==> src/rtl/fpe_pkg.sv <==
// ----------------------------------------------------------------------------
// fpe_pkg
// Shared types and constants for the framed page extractor: byte codes of the
// frame header, phase encoding and the controller/datapath command and status bundles.
// ----------------------------------------------------------------------------
package fpe_pkg;

  localparam int BYTE_W     = 8;
  localparam int COUNT_W    = 14;
  localparam int CFG_ADDR_W = 2;
  localparam int CFG_DATA_W = 32;

  // header and terminator characters
  localparam logic [BYTE_W-1:0] CHR_M  = 8'h4D;
  localparam logic [BYTE_W-1:0] CHR_A  = 8'h61;
  localparam logic [BYTE_W-1:0] CHR_G  = 8'h67;
  localparam logic [BYTE_W-1:0] CHR_I  = 8'h69;
  localparam logic [BYTE_W-1:0] CHR_NL = 8'h0A;

  localparam logic [BYTE_W-1:0] FRAME_INDEX_RST = 8'd1;

  // controller phases
  typedef enum logic [3:0] {
    PH_H0       = 4'd0,
    PH_H1       = 4'd1,
    PH_H2       = 4'd2,
    PH_H3       = 4'd3,
    PH_TOTAL    = 4'd4,
    PH_PRE      = 4'd5,
    PH_CAP      = 4'd6,
    PH_POST     = 4'd7,
    PH_TERM     = 4'd8,
    PH_EMIT_RD  = 4'd9,
    PH_EMIT_LD  = 4'd10,
    PH_EMIT_OUT = 4'd11
  } phase_t;

  // byte counter operations
  typedef enum logic [2:0] {
    CNT_HOLD,
    CNT_CLEAR,
    CNT_LOAD,
    CNT_DEC,
    CNT_INC
  } count_op_t;

  // controller -> datapath
  typedef struct packed {
    count_op_t count_op;
    logic      mul_post;    // multiplier operand: 1 = post skip, 0 = pre skip
    logic      load_total;
    logic      ram_we;
    logic      ram_re;
    logic      load_out;
  } cmd_t;

  // datapath -> controller
  typedef struct packed {
    logic is_m;
    logic is_a;
    logic is_g;
    logic is_i;
    logic is_nl;
    logic pre_nonzero;
    logic post_pos;
    logic count_one;
    logic count_last;
  } stat_t;

endpackage

==> src/rtl/fpe_if.sv <==
// ----------------------------------------------------------------------------
// fpe_in_if / fpe_out_if
// Valid/ready channels for received bytes and for emitted page bytes.
// ----------------------------------------------------------------------------
interface fpe_in_if import fpe_pkg::*; ();
  logic              valid;
  logic              ready;
  logic [BYTE_W-1:0] rx_byte;

  modport source (output valid, output rx_byte, input ready);
  modport sink   (input valid, input rx_byte, output ready);
endinterface

interface fpe_out_if import fpe_pkg::*; ();
  logic              valid;
  logic              ready;
  logic [BYTE_W-1:0] page_byte;
  logic              last_byte;

  modport source (output valid, output page_byte, output last_byte, input ready);
  modport sink   (input valid, input page_byte, input last_byte, output ready);
endinterface

==> src/rtl/framed_page_extractor_unit.sv <==
// ----------------------------------------------------------------------------
// framed_page_extractor_unit
// Extracts one page from a framed serial byte stream and replays it.
// ----------------------------------------------------------------------------
// Received bytes are taken one per cycle while the block hunts for the
// "Magi" header, reads the frame count, skips, captures and checks the
// newline terminator; in all those phases every input item is accepted in
// the cycle it is offered. A matching terminator starts the page readout,
// during which input is held off: each of the PAGE_BYTES result items goes
// through a page store read, an output register load and presentation, plus
// any time the sink holds ready low. The last item carries last_byte.
// frame_index sits at byte address 0 of the APB port and is sampled when
// each skip phase starts.
// ----------------------------------------------------------------------------
module framed_page_extractor_unit import fpe_pkg::*; #(
  parameter int PAGE_BYTES = 52
) (
  input  logic                  clk,
  input  logic                  rst_n,
  fpe_in_if.sink                in_ch,
  fpe_out_if.source             out_ch,
  input  logic                  psel,
  input  logic                  penable,
  input  logic                  pwrite,
  input  logic [CFG_ADDR_W-1:0] paddr,
  input  logic [CFG_DATA_W-1:0] pwdata,
  output logic [CFG_DATA_W-1:0] prdata,
  output logic                  pready
);

  logic [BYTE_W-1:0] frame_index_r;
  logic              cfg_wr;
  cmd_t              cmd;
  stat_t             stat;

  // configuration register; the only register decodes the whole address range
  assign pready = 1'b1;
  assign cfg_wr = psel && penable && pwrite && pready;

  always_ff @(posedge clk) begin
    if (!rst_n) begin
      frame_index_r <= FRAME_INDEX_RST;
    end else if (cfg_wr) begin
      frame_index_r <= pwdata[BYTE_W-1:0];
    end
  end

  assign prdata = (paddr == '0) ? CFG_DATA_W'(frame_index_r) : CFG_DATA_W'(frame_index_r);

  fpe_ctrl u_ctrl (
    .clk       (clk),
    .rst_n     (rst_n),
    .in_valid  (in_ch.valid),
    .in_ready  (in_ch.ready),
    .out_valid (out_ch.valid),
    .out_ready (out_ch.ready),
    .stat      (stat),
    .cmd       (cmd)
  );

  fpe_dp #(
    .PAGE_BYTES (PAGE_BYTES)
  ) u_dp (
    .clk         (clk),
    .rst_n       (rst_n),
    .cmd         (cmd),
    .rx_byte     (in_ch.rx_byte),
    .frame_index (frame_index_r),
    .stat        (stat),
    .page_byte   (out_ch.page_byte),
    .last_byte   (out_ch.last_byte)
  );

endmodule

==> src/rtl/fpe_ram.sv <==
// ----------------------------------------------------------------------------
// fpe_ram
// Generic single-port RAM, one write or one registered read per cycle.
// ----------------------------------------------------------------------------
module fpe_ram #(
  parameter int WIDTH = 8,
  parameter int DEPTH = 52
) (
  input  logic                                     clk,
  input  logic                                     we,
  input  logic                                     re,
  input  logic [((DEPTH > 1) ? $clog2(DEPTH) : 1)-1:0] addr,
  input  logic [WIDTH-1:0]                         wdata,
  output logic [WIDTH-1:0]                         rdata
);

  logic [WIDTH-1:0] mem [DEPTH];
  logic [WIDTH-1:0] rdata_r;

  always_ff @(posedge clk) begin
    if (we) begin
      mem[addr] <= wdata;
    end
    if (re) begin
      rdata_r <= mem[addr];
    end
  end

  assign rdata = rdata_r;

endmodule

==> src/rtl/fpe_dp.sv <==
// ----------------------------------------------------------------------------
// fpe_dp
// Datapath: byte counter with skip-length multiplier, frame total, page
// store and the output register. Reports byte matches and counter status.
// ----------------------------------------------------------------------------
module fpe_dp import fpe_pkg::*; #(
  parameter int PAGE_BYTES = 52
) (
  input  logic              clk,
  input  logic              rst_n,
  input  cmd_t              cmd,
  input  logic [BYTE_W-1:0] rx_byte,
  input  logic [BYTE_W-1:0] frame_index,
  output stat_t             stat,
  output logic [BYTE_W-1:0] page_byte,
  output logic              last_byte
);

  localparam int ADDR_W = (PAGE_BYTES > 1) ? $clog2(PAGE_BYTES) : 1;
  localparam logic [COUNT_W-1:0] LAST_IDX = COUNT_W'(PAGE_BYTES - 1);

  logic [COUNT_W-1:0] byte_count_r, byte_count_nxt;
  logic [BYTE_W-1:0]  frame_total_r;
  logic [BYTE_W-1:0]  post_diff;
  logic [BYTE_W-1:0]  mul_a;
  logic [COUNT_W-1:0] mul_res;
  logic [BYTE_W-1:0]  ram_rdata;
  logic [BYTE_W-1:0]  page_byte_r;
  logic               last_byte_r;

  // skip length: operand times page size (fits the counter for all frame indexes)
  assign post_diff = frame_total_r - frame_index - 8'd1;
  assign mul_a     = cmd.mul_post ? post_diff : frame_index;
  assign mul_res   = COUNT_W'(mul_a) * COUNT_W'(PAGE_BYTES);

  // byte counter
  always_comb begin
    unique case (cmd.count_op)
      CNT_HOLD:  byte_count_nxt = byte_count_r;
      CNT_CLEAR: byte_count_nxt = '0;
      CNT_LOAD:  byte_count_nxt = mul_res;
      CNT_DEC:   byte_count_nxt = byte_count_r - COUNT_W'(1);
      CNT_INC:   byte_count_nxt = byte_count_r + COUNT_W'(1);
      default:   byte_count_nxt = byte_count_r;
    endcase
  end

  always_ff @(posedge clk) begin
    if (!rst_n) begin
      byte_count_r  <= '0;
      frame_total_r <= '0;
    end else begin
      byte_count_r <= byte_count_nxt;
      if (cmd.load_total) begin
        frame_total_r <= rx_byte;
      end
    end
  end

  // page store, addressed by the counter for both capture and readout
  fpe_ram #(
    .WIDTH (BYTE_W),
    .DEPTH (PAGE_BYTES)
  ) u_page_ram (
    .clk   (clk),
    .we    (cmd.ram_we),
    .re    (cmd.ram_re),
    .addr  (byte_count_r[ADDR_W-1:0]),
    .wdata (rx_byte),
    .rdata (ram_rdata)
  );

  // output register
  always_ff @(posedge clk) begin
    if (cmd.load_out) begin
      page_byte_r <= ram_rdata;
      last_byte_r <= (byte_count_r == LAST_IDX);
    end
  end

  assign page_byte = page_byte_r;
  assign last_byte = last_byte_r;

  // status to the controller; trailing skip only when frames remain after the selected one
  always_comb begin
    stat.is_m        = (rx_byte == CHR_M);
    stat.is_a        = (rx_byte == CHR_A);
    stat.is_g        = (rx_byte == CHR_G);
    stat.is_i        = (rx_byte == CHR_I);
    stat.is_nl       = (rx_byte == CHR_NL);
    stat.pre_nonzero = (frame_index != '0);
    stat.post_pos    = ({1'b0, frame_total_r} > ({1'b0, frame_index} + 9'd1));
    stat.count_one   = (byte_count_r == COUNT_W'(1));
    stat.count_last  = (byte_count_r == LAST_IDX);
  end

  // page writes stay inside the store
  a_wr_in_range: assert property (@(posedge clk) disable iff (!rst_n)
    cmd.ram_we |-> (byte_count_r < COUNT_W'(PAGE_BYTES)))
    else $error("page store write beyond page size");

endmodule

==> src/rtl/fpe_ctrl.sv <==
// ----------------------------------------------------------------------------
// fpe_ctrl
// Phase controller: header hunt, skip/capture sequencing, terminator check
// and the page readout loop.
// ----------------------------------------------------------------------------
module fpe_ctrl import fpe_pkg::*; (
  input  logic  clk,
  input  logic  rst_n,
  input  logic  in_valid,
  output logic  in_ready,
  output logic  out_valid,
  input  logic  out_ready,
  input  stat_t stat,
  output cmd_t  cmd
);

  phase_t state_r, state_nxt;
  logic   in_fire;

  // state register
  always_ff @(posedge clk) begin
    if (!rst_n) begin
      state_r <= PH_H0;
    end else begin
      state_r <= state_nxt;
    end
  end

  assign in_ready  = (state_r != PH_EMIT_RD) && (state_r != PH_EMIT_LD) &&
                     (state_r != PH_EMIT_OUT);
  assign out_valid = (state_r == PH_EMIT_OUT);
  assign in_fire   = in_valid && in_ready;

  // next state and commands
  always_comb begin
    state_nxt      = state_r;
    cmd.count_op   = CNT_HOLD;
    cmd.mul_post   = 1'b0;
    cmd.load_total = 1'b0;
    cmd.ram_we     = 1'b0;
    cmd.ram_re     = 1'b0;
    cmd.load_out   = 1'b0;
    unique case (state_r)
      PH_H1: if (in_fire) begin
        state_nxt = stat.is_a ? PH_H2 : PH_H0;
      end
      PH_H2: if (in_fire) begin
        state_nxt = stat.is_g ? PH_H3 : PH_H0;
      end
      PH_H3: if (in_fire) begin
        state_nxt = stat.is_i ? PH_TOTAL : PH_H0;
      end
      PH_TOTAL: if (in_fire) begin
        cmd.load_total = 1'b1;
        cmd.count_op   = CNT_LOAD;
        state_nxt      = stat.pre_nonzero ? PH_PRE : PH_CAP;
      end
      PH_PRE: if (in_fire) begin
        cmd.count_op = CNT_DEC;
        if (stat.count_one) begin
          state_nxt = PH_CAP;
        end
      end
      PH_CAP: if (in_fire) begin
        cmd.ram_we = 1'b1;
        // last page byte: set up the trailing skip, or go to the terminator if none
        if (stat.count_last) begin
          if (stat.post_pos) begin
            cmd.count_op = CNT_LOAD;
            cmd.mul_post = 1'b1;
            state_nxt    = PH_POST;
          end else begin
            cmd.count_op = CNT_CLEAR;
            state_nxt    = PH_TERM;
          end
        end else begin
          cmd.count_op = CNT_INC;
        end
      end
      PH_POST: if (in_fire) begin
        cmd.count_op = CNT_DEC;
        if (stat.count_one) begin
          state_nxt = PH_TERM;
        end
      end
      PH_TERM: if (in_fire) begin
        cmd.count_op = CNT_CLEAR;
        state_nxt    = stat.is_nl ? PH_EMIT_RD : PH_H0;
      end
      PH_EMIT_RD: begin
        cmd.ram_re = 1'b1;
        state_nxt  = PH_EMIT_LD;
      end
      PH_EMIT_LD: begin
        cmd.load_out = 1'b1;
        state_nxt    = PH_EMIT_OUT;
      end
      PH_EMIT_OUT: if (out_ready) begin
        if (stat.count_last) begin
          state_nxt = PH_H0;
        end else begin
          cmd.count_op = CNT_INC;
          state_nxt    = PH_EMIT_RD;
        end
      end
      default: if (in_fire) begin
        // hunting for the first header byte; unused codes land here too
        state_nxt = stat.is_m ? PH_H1 : PH_H0;
      end
    endcase
  end

  a_no_overlap: assert property (@(posedge clk) disable iff (!rst_n)
    !(in_ready && out_valid))
    else $error("input taken while a page item is presented");

  a_load_after_read: assert property (@(posedge clk) disable iff (!rst_n)
    (state_r == PH_EMIT_LD) |-> ($past(state_r) == PH_EMIT_RD))
    else $error("output load without a preceding page read");

  a_last_ends_page: assert property (@(posedge clk) disable iff (!rst_n)
    (state_r == PH_EMIT_OUT && out_ready && stat.count_last) |=> (state_r == PH_H0))
    else $error("readout did not return to hunting after the last item");

endmodule

==> src/flat_wrapper.sv <==
// flat-port wrapper written by rule: the top's interface ports become plain ports
module framed_page_extractor_unit_flat import fpe_pkg::*;
#(
  parameter int PAGE_BYTES = 52
)
  (clk, rst_n, psel, penable, pwrite, paddr, pwdata, prdata, pready, in_ch_valid, in_ch_rx_byte, in_ch_ready, out_ch_valid, out_ch_page_byte, out_ch_last_byte, out_ch_ready);
  fpe_in_if in_ch_i ();
  fpe_out_if out_ch_i ();
  input  logic clk;
  input  logic rst_n;
  input  logic psel;
  input  logic penable;
  input  logic pwrite;
  input  logic [CFG_ADDR_W-1:0] paddr;
  input  logic [CFG_DATA_W-1:0] pwdata;
  output logic [CFG_DATA_W-1:0] prdata;
  output logic pready;
  input wire logic [$bits(in_ch_i.valid)-1:0] in_ch_valid;
  input wire logic [$bits(in_ch_i.rx_byte)-1:0] in_ch_rx_byte;
  output wire logic [$bits(in_ch_i.ready)-1:0] in_ch_ready;
  output wire logic [$bits(out_ch_i.valid)-1:0] out_ch_valid;
  output wire logic [$bits(out_ch_i.page_byte)-1:0] out_ch_page_byte;
  output wire logic [$bits(out_ch_i.last_byte)-1:0] out_ch_last_byte;
  input wire logic [$bits(out_ch_i.ready)-1:0] out_ch_ready;
  assign in_ch_i.valid = in_ch_valid;
  assign in_ch_i.rx_byte = in_ch_rx_byte;
  assign in_ch_ready = in_ch_i.ready;
  assign out_ch_valid = out_ch_i.valid;
  assign out_ch_page_byte = out_ch_i.page_byte;
  assign out_ch_last_byte = out_ch_i.last_byte;
  assign out_ch_i.ready = out_ch_ready;
  framed_page_extractor_unit #(.PAGE_BYTES(PAGE_BYTES)) u_core (.clk(clk), .rst_n(rst_n), .in_ch(in_ch_i), .out_ch(out_ch_i), .psel(psel), .penable(penable), .pwrite(pwrite), .paddr(paddr), .pwdata(pwdata), .prdata(prdata), .pready(pready));
endmodule
==> config.mk <==
export PLATFORM = sky130hd
export DESIGN_NAME = framed_page_extractor_unit_flat
export DESIGN_NICKNAME = d
export VERILOG_FILES = /design/src/rtl/fpe_pkg.sv /design/src/rtl/fpe_if.sv /design/src/rtl/framed_page_extractor_unit.sv /design/src/rtl/fpe_ram.sv /design/src/rtl/fpe_dp.sv /design/src/rtl/fpe_ctrl.sv /design/src/flat_wrapper.sv
export SDC_FILE = /design/constraint.sdc
export NUM_CORES = 1
export LEC_CHECK = 0
export ABC_AREA = 1
export BUFFER_PORTS_ARGS = -buffer_cell sky130_fd_sc_hd__buf_2
export CORE_MARGIN = 1.5
export CORE_UTILIZATION = 35
export CTS_CLUSTER_SIZE = 30
export DETAILED_ROUTE_END_ITERATION = 8
export MAX_ROUTING_LAYER = met4
export PLACE_DENSITY = 0.48
export SYNTH_ARGS = -nofsm -noshare
export SYNTH_HDL_FRONTEND = slang
export SYNTH_SLANG_ARGS = --single-unit
==> constraint.sdc <==
create_clock -name clk -period 6.1 [get_ports clk]
set_input_delay 0.915 -clock clk [delete_from_list [all_inputs] [get_ports clk]]
set_output_delay 0.915 -clock clk [all_outputs]
set_load 0.03 [all_outputs]
# == Yosys cells after proc, flatten, opt, wreduce, memory -nomap -nowiden ==
# Memory sizes are Yosys's and may differ from the RTL's. A register that Yosys moved wholly into a read port is not among the register bits.
# Cells that the tools add are included.
# word_totals
n_memories,1
ramBits,416
ff_bits,43
output_inout_bits,44
wordCells,104
inputBits,49
# memory_table
memory,depth,width,rd,rd_ports_with_merged_regs,wr,line_no,text
u_core.u_dp.u_page_ram.mem,52,8,1,1,1,fpe_ram.sv:17,logic [WIDTH-1:0] mem [DEPTH];
# op_classes
mux,43
magnitude_cmp,1
reduce_logical,10
multipliers,1
n_eq_ne,37
addsub,5
# op_table
cell,count
$mux W4,17
$pmux W14 S4,1
$pmux W4 S11,1
$eq A8 B7 Y1 const B,4
$eq A4 B3 Y1 const B,4
$eq A4 B4 Y1 const B,4
$ne A2 B2 Y1 const B,8
$pmux W3 S5,1
$add A14 B1 Y14 const B,1
$eq A14 B1 Y1 const B,1
$eq A14 B6 Y1 const B,1
$sub A14 B1 Y14 const B,1
$reduce_and A13 Y1,1
$mul A8 B4 Y12 const B,1
$mux W1,12
$mux W2,6
$mux W3,4
$ne A4 B4 Y1 const B,3
$add A8 B1 Y9 const B,1
$gt A8 B9 Y1,1
$eq A4 B2 Y1 const B,2
$eq A8 B4 Y1 const B,1
$mux W8,1
$ne A2 B1 Y1 const B,4
10 further kinds,16

# == Longest topological paths before layout ==
# Gate-level depths: netlist (run 1).
# logic_depth
word_depth,9
mapped_depth,29
mapped_depth_nobuf,29

# == Modules after synthesis ==
# Synthesis (run 1) repeated with hierarchy kept, for this count alone.
# unflattened
cells_unflattened,2449
hier_area_um2,22475.3
# by_module_without_submodules
mod,cells_each,seq_area_each_um2,instances,area_each_um2
fpe_ram,1730,12732.2,1,17892.2
fpe_dp,541,710.7,1,3433.3
fpe_ctrl,102,80.1,1,606.8
framed_page_extractor_unit,76,160.2,1,543.0

# == Worst setup path after synthesis (run 1) ==
# OpenSTA, ideal clock, no wires.
# synth_timing
path_kind,register to register
start,reg u_core.frame_index_r[1]
end,reg u_core.u_dp.byte_count_r[11]
path_buffers,0
path_stages_with_launch,27
setup_slack_ns,1.384
setup_ns,0.128
arrival_time_ns,4.588
t_required_ns,5.972
cell_sequence,dfxtp_1 inv_1 nor3_1 nand3_1 nor3_1 xor2_1 ha_1 nand2_1 nor2_1 nand3b_1 nand2_1 inv_1 nand3_4 nand2_1 o21ai_0 ha_1 fa_1 ha_1 a21oi_1 o21ai_0 a21oi_1 o21bai_1 or2_2 nand3_1 nand2_1 nor2_1 nor2_1
# synth_between
elab_chain_cells,9
# synth_rtl
element,line_no,text
from (decl),framed_page_extractor_unit.sv:31,logic [BYTE_W-1:0] frame_index_r;
from (signal assigned),framed_page_extractor_unit.sv:44,frame_index_r <= pwdata[BYTE_W-1:0];
$add A8 B1 Y9,fpe_dp.sv:92,"stat.post_pos = ({1'b0, frame_total_r} > ({1'b0, frame_index} + 9'd1));"
$gt A8 B9 Y1,fpe_dp.sv:92,
$mux W1,fpe_ctrl.sv:68,if (stat.post_pos) begin
$mux W1,fpe_ctrl.sv:67,if (stat.count_last) begin
$mux W4,fpe_ctrl.sv:64,PH_CAP: if (in_fire) begin
$mux W1,fpe_ctrl.sv:43,unique case (state_r)
$mux W8,fpe_dp.sv:33,assign mul_a = cmd.mul_post ? post_diff : frame_index;
$mul A8 B4 Y12,fpe_dp.sv:34,assign mul_res = COUNT_W'(mul_a) * COUNT_W'(PAGE_BYTES);
$pmux W14 S4,fpe_dp.sv:38,unique case (cmd.count_op)
to (signal assigned),fpe_dp.sv:53,byte_count_r <= byte_count_nxt;
to (decl),fpe_dp.sv:22,"logic [COUNT_W-1:0] byte_count_r, byte_count_nxt;"
# Several ways; a longest one is shown, not always the timed one.
# A chain may end at the register's enable or synchronous reset.

# == Final worst setup path (run 1) ==
# layout_timing
start,reg u_core.frame_index_r[0]
end,reg u_core.u_dp.byte_count_r[11]
# The elaborated chain is that of the path after synthesis.

==> impl_metrics.tcl, run 1 <==
set metrics [dict create \
    setup_viol 0 \
    clkTransAtPathRegs_ns 0.06 \
    drv_cap 0 \
    vias 13000 \
    die_w_um 243 \
    final.period_utilization_pct 87.1 \
    die_area_um2 59200 \
    routed_via_density 5.05 \
    ys_top_cells_by_area "edfxtp_1 (64%), nand2_1 (7.7%), dfxtp_1 (3.4%)" \
    core_area_um2 56700 \
    place_inst 2489 \
    utilization_pct 40.2 \
    drtIter0Drc 1016 \
    leakage_nw 8.27 \
    cts_resized 0 \
    worstPathRequired_ns 6.53 \
    synth_top_area_share_pct 64.3 \
    routedWlPerCell_um 21.1 \
    post_cts_buffers 0 \
    max_freq_ghz 0.188 \
    core.rowCount 87 \
    grtUsageTotal_pct 18.8 \
    clock_latency_ns 0.61 \
    run_status "complete, no violations" \
    power_density_nw_per_um2 293 \
    cp_max_fo 9 \
    placed_area_um2 21200 \
    hold_path.class "reg -> reg" \
    fin_crit_ns 5.31 \
    syn_avg_cell_area_um2 11.7 \
    cts_tree "done" \
    final_area_um2 22800 \
    antenna_found_initial 0 \
    yosysUniqueCellTypes 49 \
    tns_ns 0 \
    post-synth-top-area-cell "edfxtp_1" \
    place_congestion 0.817 \
    ios 93 \
    clock_sinks 467 \
    firstDrtPassIters 5 \
    layout.nets 1878 \
    rsz0062_at_grt "false" \
    p_total_mw 6.69 \
    grt.overflow.total 0 \
    grt_max_degree 58 \
    synth_warnings 0 \
    drive_gt1_share_pct 10.1 \
    worst_pin_slew_ns 1.02 \
    cts-buffers-inserted 50 \
    hold_ws_ns 0.414 \
    arrival_ns 5.74 \
    dp_hpwl_um 33100 \
    crit_type "reg -> reg" \
    synth_area_um2 20200 \
    skew_ns 0.0426 \
    grt_pass1_vias 12900 \
    cts_hold_buf 0 \
    cts_buffer_depth 3 \
    slew_headroom_pct 31.7 \
    synth-seq-area-share_pct 67.7 \
    ys_seq_elements 467 \
    htreeDepth 2 \
    cp-start-kind "register" \
    dp_slack_ns 0.801 \
    route.detailed.drc 0 \
    die_height_um 243 \
    wirelength_um 54300 \
    slew_viol_final 0 \
    root_buffer "clkbuf_16" \
    finalHoldViolations 0 \
    area_growth_syn_to_layout_pct 12.9 \
    detail-route-antenna-nets 0 \
    n_antenna_cell 0 \
    portBuffers 41 \
    grt_pass1_wl_um 81300 \
    fin_cells 2576 \
    end_kind "register" \
    synth_cells 1728 \
    ir_drop_v 0.000216 \
    setup_slack_ns 0.786 \
    start_util_pct 35.7 \
]
[report_power, final]
group,total (mW),switching (mW),internal (mW),leakage [nW]
combinational,0.181,0.139,0.0414,3.32
sequential,3.50,0.00528,3.50,4.17
clock,3.01,1.28,1.73,0.784
total,6.69,1.42,5.27,8.27
[cell usage after synthesis, drive strengths merged]
| cell type | instances |
|---|---|
| a221oi | 34 |
| o21bai | 4 |
| inv | 120 |
| o211ai | 2 |
| o22ai | 11 |
| nor4 | 4 |
| a21o | 3 |
| xor2 | 24 |
| nor3 | 17 |
| nor2 | 165 |
| and3 | 7 |
| a22oi | 46 |
| xnor2 | 7 |
| edfxtp | 433 |
| buf | 54 |
| o21ai | 58 |
| ha | 39 |
| a22o | 10 |
| clkinv | 2 |
| conb | 2 |
| nand2 | 428 |
| nand3b | 3 |
| nand4 | 46 |
| a32o | 1 |
| fa | 5 |
| a21oi | 64 |
| a211oi | 1 |
| clkbuf | 28 |
| o2111ai | 6 |
| o31ai | 5 |
| dfxtp | 34 |
| a31oi | 3 |
| or2 | 5 |
| nand3 | 57 |
[cell usage in the layout, fill, tap and decap left out, drive strengths merged, types with 2 or more instances in the layout]
cell     synthesis  layout
nand3b           3       3
nor2           165     165
nand2          428     428
dfxtp           34      34
clkbuf          28      60
ha              39      39
o21ai           58      58
o21bai           4       4
o22ai           11      11
clkinv           2      22
a21oi           64      64
inv            120     122
o2111ai          6       6
a22oi           46      46
nor4             4       4
a221oi          34      34
nor3            17      17
o31ai            5       5
xnor2            7       7
fa               5       5
nand4           46      46
xor2            24      24
bufinv           0       5
a21o             3       3
nand3           57      57
o211ai           2       2
a22o            10      10
buf             54      64
or2              5       5
a31oi            3       3
conb             2      25
and3             7       7
edfxtp         433     433
[layout make-up]
class,count,area [um^2]
fillers,5495,33900
flip-flops and latches,467,13700
multi-input cells,1080,5740
clock buffers,60,1300
well taps,756,946
inverters,122,465
repair buffers,64,378
clock inverters,27,313
[flip-flops by register name, indices dropped and copies added (netlist names)]
signal / cells
u_core.u_dp.u_page_ram.rdata: 8
u_core.u_ctrl.state_r: 4
u_core.frame_index_r: 8
u_core.u_dp.u_page_ram.mem: 416
u_core.u_dp.frame_total_r: 8
u_core.u_dp.byte_count_r: 14
u_core.u_dp.page_byte: 8
u_core.u_dp.last_byte: 1
[final timing paths]
check	from	end	slack (ns)	cells after the start
worst max-delay path	u_core.frame_index_r[0]$_SDFFE_PN1P_	u_core.u_dp.byte_count_r[11]$_SDFFE_PN0P_	0.79	25
worst min-delay path	u_core.u_dp.u_page_ram.rdata[6]$_DFFE_PP_	u_core.u_dp.page_byte[6]$_DFFE_PP_	0.41	0
worst max register to register	u_core.frame_index_r[0]$_SDFFE_PN1P_	u_core.u_dp.byte_count_r[11]$_SDFFE_PN0P_	0.79	25
worst min register to register	u_core.u_dp.u_page_ram.rdata[6]$_DFFE_PP_	u_core.u_dp.page_byte[6]$_DFFE_PP_	0.41	0
[cells by family after synthesis]
kind of cell    after synthesis  synth area share, %
compound gates              248                 7.95
xor+xnor                     31                 1.34
fa+ha+maj                    44                 2.91
buf+inv                     204                 4.46
flops                       467                 67.7
other cells                   2               0.0371
simple gates                732                 15.6
[critical path, cell delays in order (launching register included)]
cell and delay [ns]:
dfxtp_1 0.43, inv_1 0.16, nor3_1 0.36, nand3_1 0.18, nor3_1 0.20, xor2_1 0.22
ha_1 0.27, nand2_1 0.06, nor2_1 0.05, nand3b_1 0.08, nand2_1 0.07, inv_1 0.27
nand3_4 0.18, o21ai_0 0.35, ha_1 0.31, fa_1 0.47, ha_1 0.35, a21oi_1 0.13
o21ai_0 0.18, a21oi_1 0.18, o21bai_1 0.09, or2_2 0.27, nand3_1 0.10, nand2_1 0.05
nor2_1 0.08, nor2_1 0.04
[per-layer routing]
metal	vias up	part of all wire [%]	global-route usage, %
met1	6370	45	24.9
met5	-	0	-
li1	6209	-	-
met2	336	47	30.1
met3	82	5.1	2.59
met4	0	2.7	5.66
(Power assumes the default switching activity.)
==> run 2: changes to the inputs <==
--- a/config.mk
+++ b/config.mk
@@ -7,7 +7,6 @@
 export LEC_CHECK = 0
 export ABC_AREA = 1
 export BUFFER_PORTS_ARGS = -buffer_cell sky130_fd_sc_hd__buf_2
-export CORE_MARGIN = 1.5
 export CORE_UTILIZATION = 35
 export CTS_CLUSTER_SIZE = 30
 export DETAILED_ROUTE_END_ITERATION = 8
==> impl_metrics.tcl, run 2 (synthesis results as in run 1) <==
set metrics [dict create \
    detail-route-antenna-nets 0 \
    cts_resized 0 \
    hold_ws_ns 0.418 \
    grt.overflow.total 0 \
    cts_hold_buf 0 \
    layout_common_cells "edfxtp_1 (433), nand2_1 (415), nor2_1 (155)" \
    fin_cells 2581 \
    crit_end "u_core.u_dp.byte_count_r[11]$_SDFFE_PN0P_" \
    tns_ns 0 \
    route.detailed.drc 0 \
    leakage_nw 8.25 \
    routedWlPerCell_um 21.0 \
    place_congestion 0.831 \
    fillers 5430 \
    grt_pass1_wl_um 81100 \
    r2r-start "u_core.frame_index_r[2]$_SDFFE_PN0P_" \
    clkTransAtPathRegs_ns 0.06 \
    reg2reg_slack_ns 0.89 \
    final.period_utilization_pct 85.4 \
    routed_via_density 5.05 \
    largestRegisters "u_core.u_dp.u_page_ram.mem (416), u_core.u_dp.byte_count_r (14)" \
    p_total_mw 6.58 \
    startpoint "u_core.frame_index_r[2]$_SDFFE_PN0P_" \
    portBuffers 41 \
    regMostFlops "u_core.u_dp.u_page_ram.mem" \
    cts_tree "done" \
    grt_max_degree 59 \
    arrival_ns 5.65 \
    skew_ns 0.0313 \
    cp-start-kind "register" \
    post_cts_buffers 0 \
    antenna_found_initial 0 \
    area_growth_syn_to_layout_pct 12.6 \
    finalHoldViolations 0 \
    rsz0062_at_grt "false" \
    worst_pin_slew_ns 1.05 \
    root_buffer "clkbuf_16" \
    slew_headroom_pct 29.9 \
    htreeDepth 2 \
    n_antenna_cell 0 \
    cts-buffers-inserted 50 \
    core_area_um2 56700 \
    ios 93 \
    grt_pass1_vias 12700 \
    core.rowCount 87 \
    wirelength_um 54300 \
    vias 13000 \
    clock_sinks 467 \
    worstPathRequired_ns 6.54 \
    ir_drop_v 0.000190 \
    drv_cap 0 \
    power_density_nw_per_um2 289 \
    largest_reg_flops 416 \
    rr_endpoint "u_core.u_dp.byte_count_r[11]$_SDFFE_PN0P_" \
    fin_crit_ns 5.21 \
    end_kind "register" \
    grtUsageTotal_pct 19.0 \
    utilization_pct 40.2 \
    place_inst 2490 \
    cp_max_fo 9 \
    firstDrtPassIters 6 \
    clock_latency_ns 0.61 \
    cts_buffer_depth 3 \
    die_area_um2 58700 \
    start_util_pct 35.7 \
    crit_type "reg -> reg" \
    final_common_cell "edfxtp_1" \
    slew_viol_final 0 \
    drive_gt1_share_pct 10.1 \
    die_height_um 242 \
    run_status "complete, no violations" \
    dp_hpwl_um 32800 \
    max_freq_ghz 0.192 \
    worstRegToRegCells 25 \
    die_w_um 242 \
    drtIter0Drc 989 \
    setup_viol 0 \
    hold_path.class "reg -> reg" \
    layout.nets 1879 \
]
-- run 2: cell count changes in the layout (fill, tap and decap cells not counted) --
| cell | delta |
|---|---|
| bufinv_16 | -3 |
| clkinv_1 | +3 |
| clkinv_2 | +2 |
| buf_4 | +1 |
| clkbuf_1 | +1 |
| clkbuf_16 | +1 |
| clkbuf_8 | -1 |
| clkinv_16 | -1 |
| clkinvlp_4 | +1 |
| inv_16 | +1 |
-- run 2: routing by layer --
metal | wire [um] | track usage [%]
met5 | 0 | -
met1 | 24500 | 25.1
met2 | 26000 | 30.3
met4 | 1380 | 5.83
met3 | 2310 | 2.55
-- run 2: per-stage QoR --
| step | instance area [um^2] | setup slack (ns) |
|---|---|---|
| after CTS | 22800 | 0.844 |
| after global routing | 22800 | 0.328 |
| final | 22800 | 0.889 |
| after global placement | 21200 | 0.907 |
| after floorplan | 20300 | 1.38 |
| after detailed placement | 21200 | 0.849 |
-- run 2: cell type report --
cell class | count | area, um^2 | share of cell area [%]
well taps | 756 | 946 | 4.15
multi-input cells | 1080 | 5740 | 25.2
flip-flops and latches | 467 | 13700 | 60.1
repair buffers | 65 | 385 | 1.69
inverters | 122 | 465 | 2.04
clock inverters | 30 | 241 | 1.06
clock buffers | 61 | 1310 | 5.77
-- run 2: worst min path at each step --
| stage | from | endpoint | cells past startpoint |
|---|---|---|---|
| after global routing | u_core.u_dp.u_page_ram.rdata[1]$_DFFE_PP_ | u_core.u_dp.page_byte[1]$_DFFE_PP_ | 0 |
| final | u_core.u_dp.u_page_ram.rdata[1]$_DFFE_PP_ | u_core.u_dp.page_byte[1]$_DFFE_PP_ | 0 |
| after floorplan | u_core.u_dp.u_page_ram.rdata[0]$_DFFE_PP_ | u_core.u_dp.page_byte[0]$_DFFE_PP_ | 0 |
| after global placement | u_core.u_dp.u_page_ram.rdata[5]$_DFFE_PP_ | u_core.u_dp.page_byte[5]$_DFFE_PP_ | 0 |
| after CTS | u_core.u_dp.u_page_ram.rdata[1]$_DFFE_PP_ | u_core.u_dp.page_byte[1]$_DFFE_PP_ | 0 |
| after detailed placement | u_core.u_dp.u_page_ram.rdata[1]$_DFFE_PP_ | u_core.u_dp.page_byte[1]$_DFFE_PP_ | 0 |
-- run 2: worst max-delay path, cell delays in order, from the launching register on --
cell and delay (ns):
dfxtp_1 0.48, inv_1 0.15, nor3_1 0.28, nand3_1 0.17, nor3_1 0.20, xor2_1 0.18, ha_1 0.26, nand2_1 0.07
nor2_1 0.07, nand3b_1 0.08, nand2_1 0.06, inv_1 0.26, nand3_4 0.18, o21ai_0 0.35, ha_1 0.31, fa_1 0.46
ha_1 0.35, a21oi_1 0.13, o21ai_0 0.20, a21oi_1 0.19, o21bai_1 0.08, or2_2 0.27, nand3_1 0.10, nand2_1 0.05
nor2_1 0.08, nor2_1 0.04
-- run 2: power by group --
part	internal (mW)	switching (mW)	total, mW	leakage, nW
combinational	0.0411	0.138	0.179	3.32
sequential	3.50	0.00510	3.50	4.17
clock	1.63	1.28	2.90	0.759
total	5.16	1.42	6.58	8.25
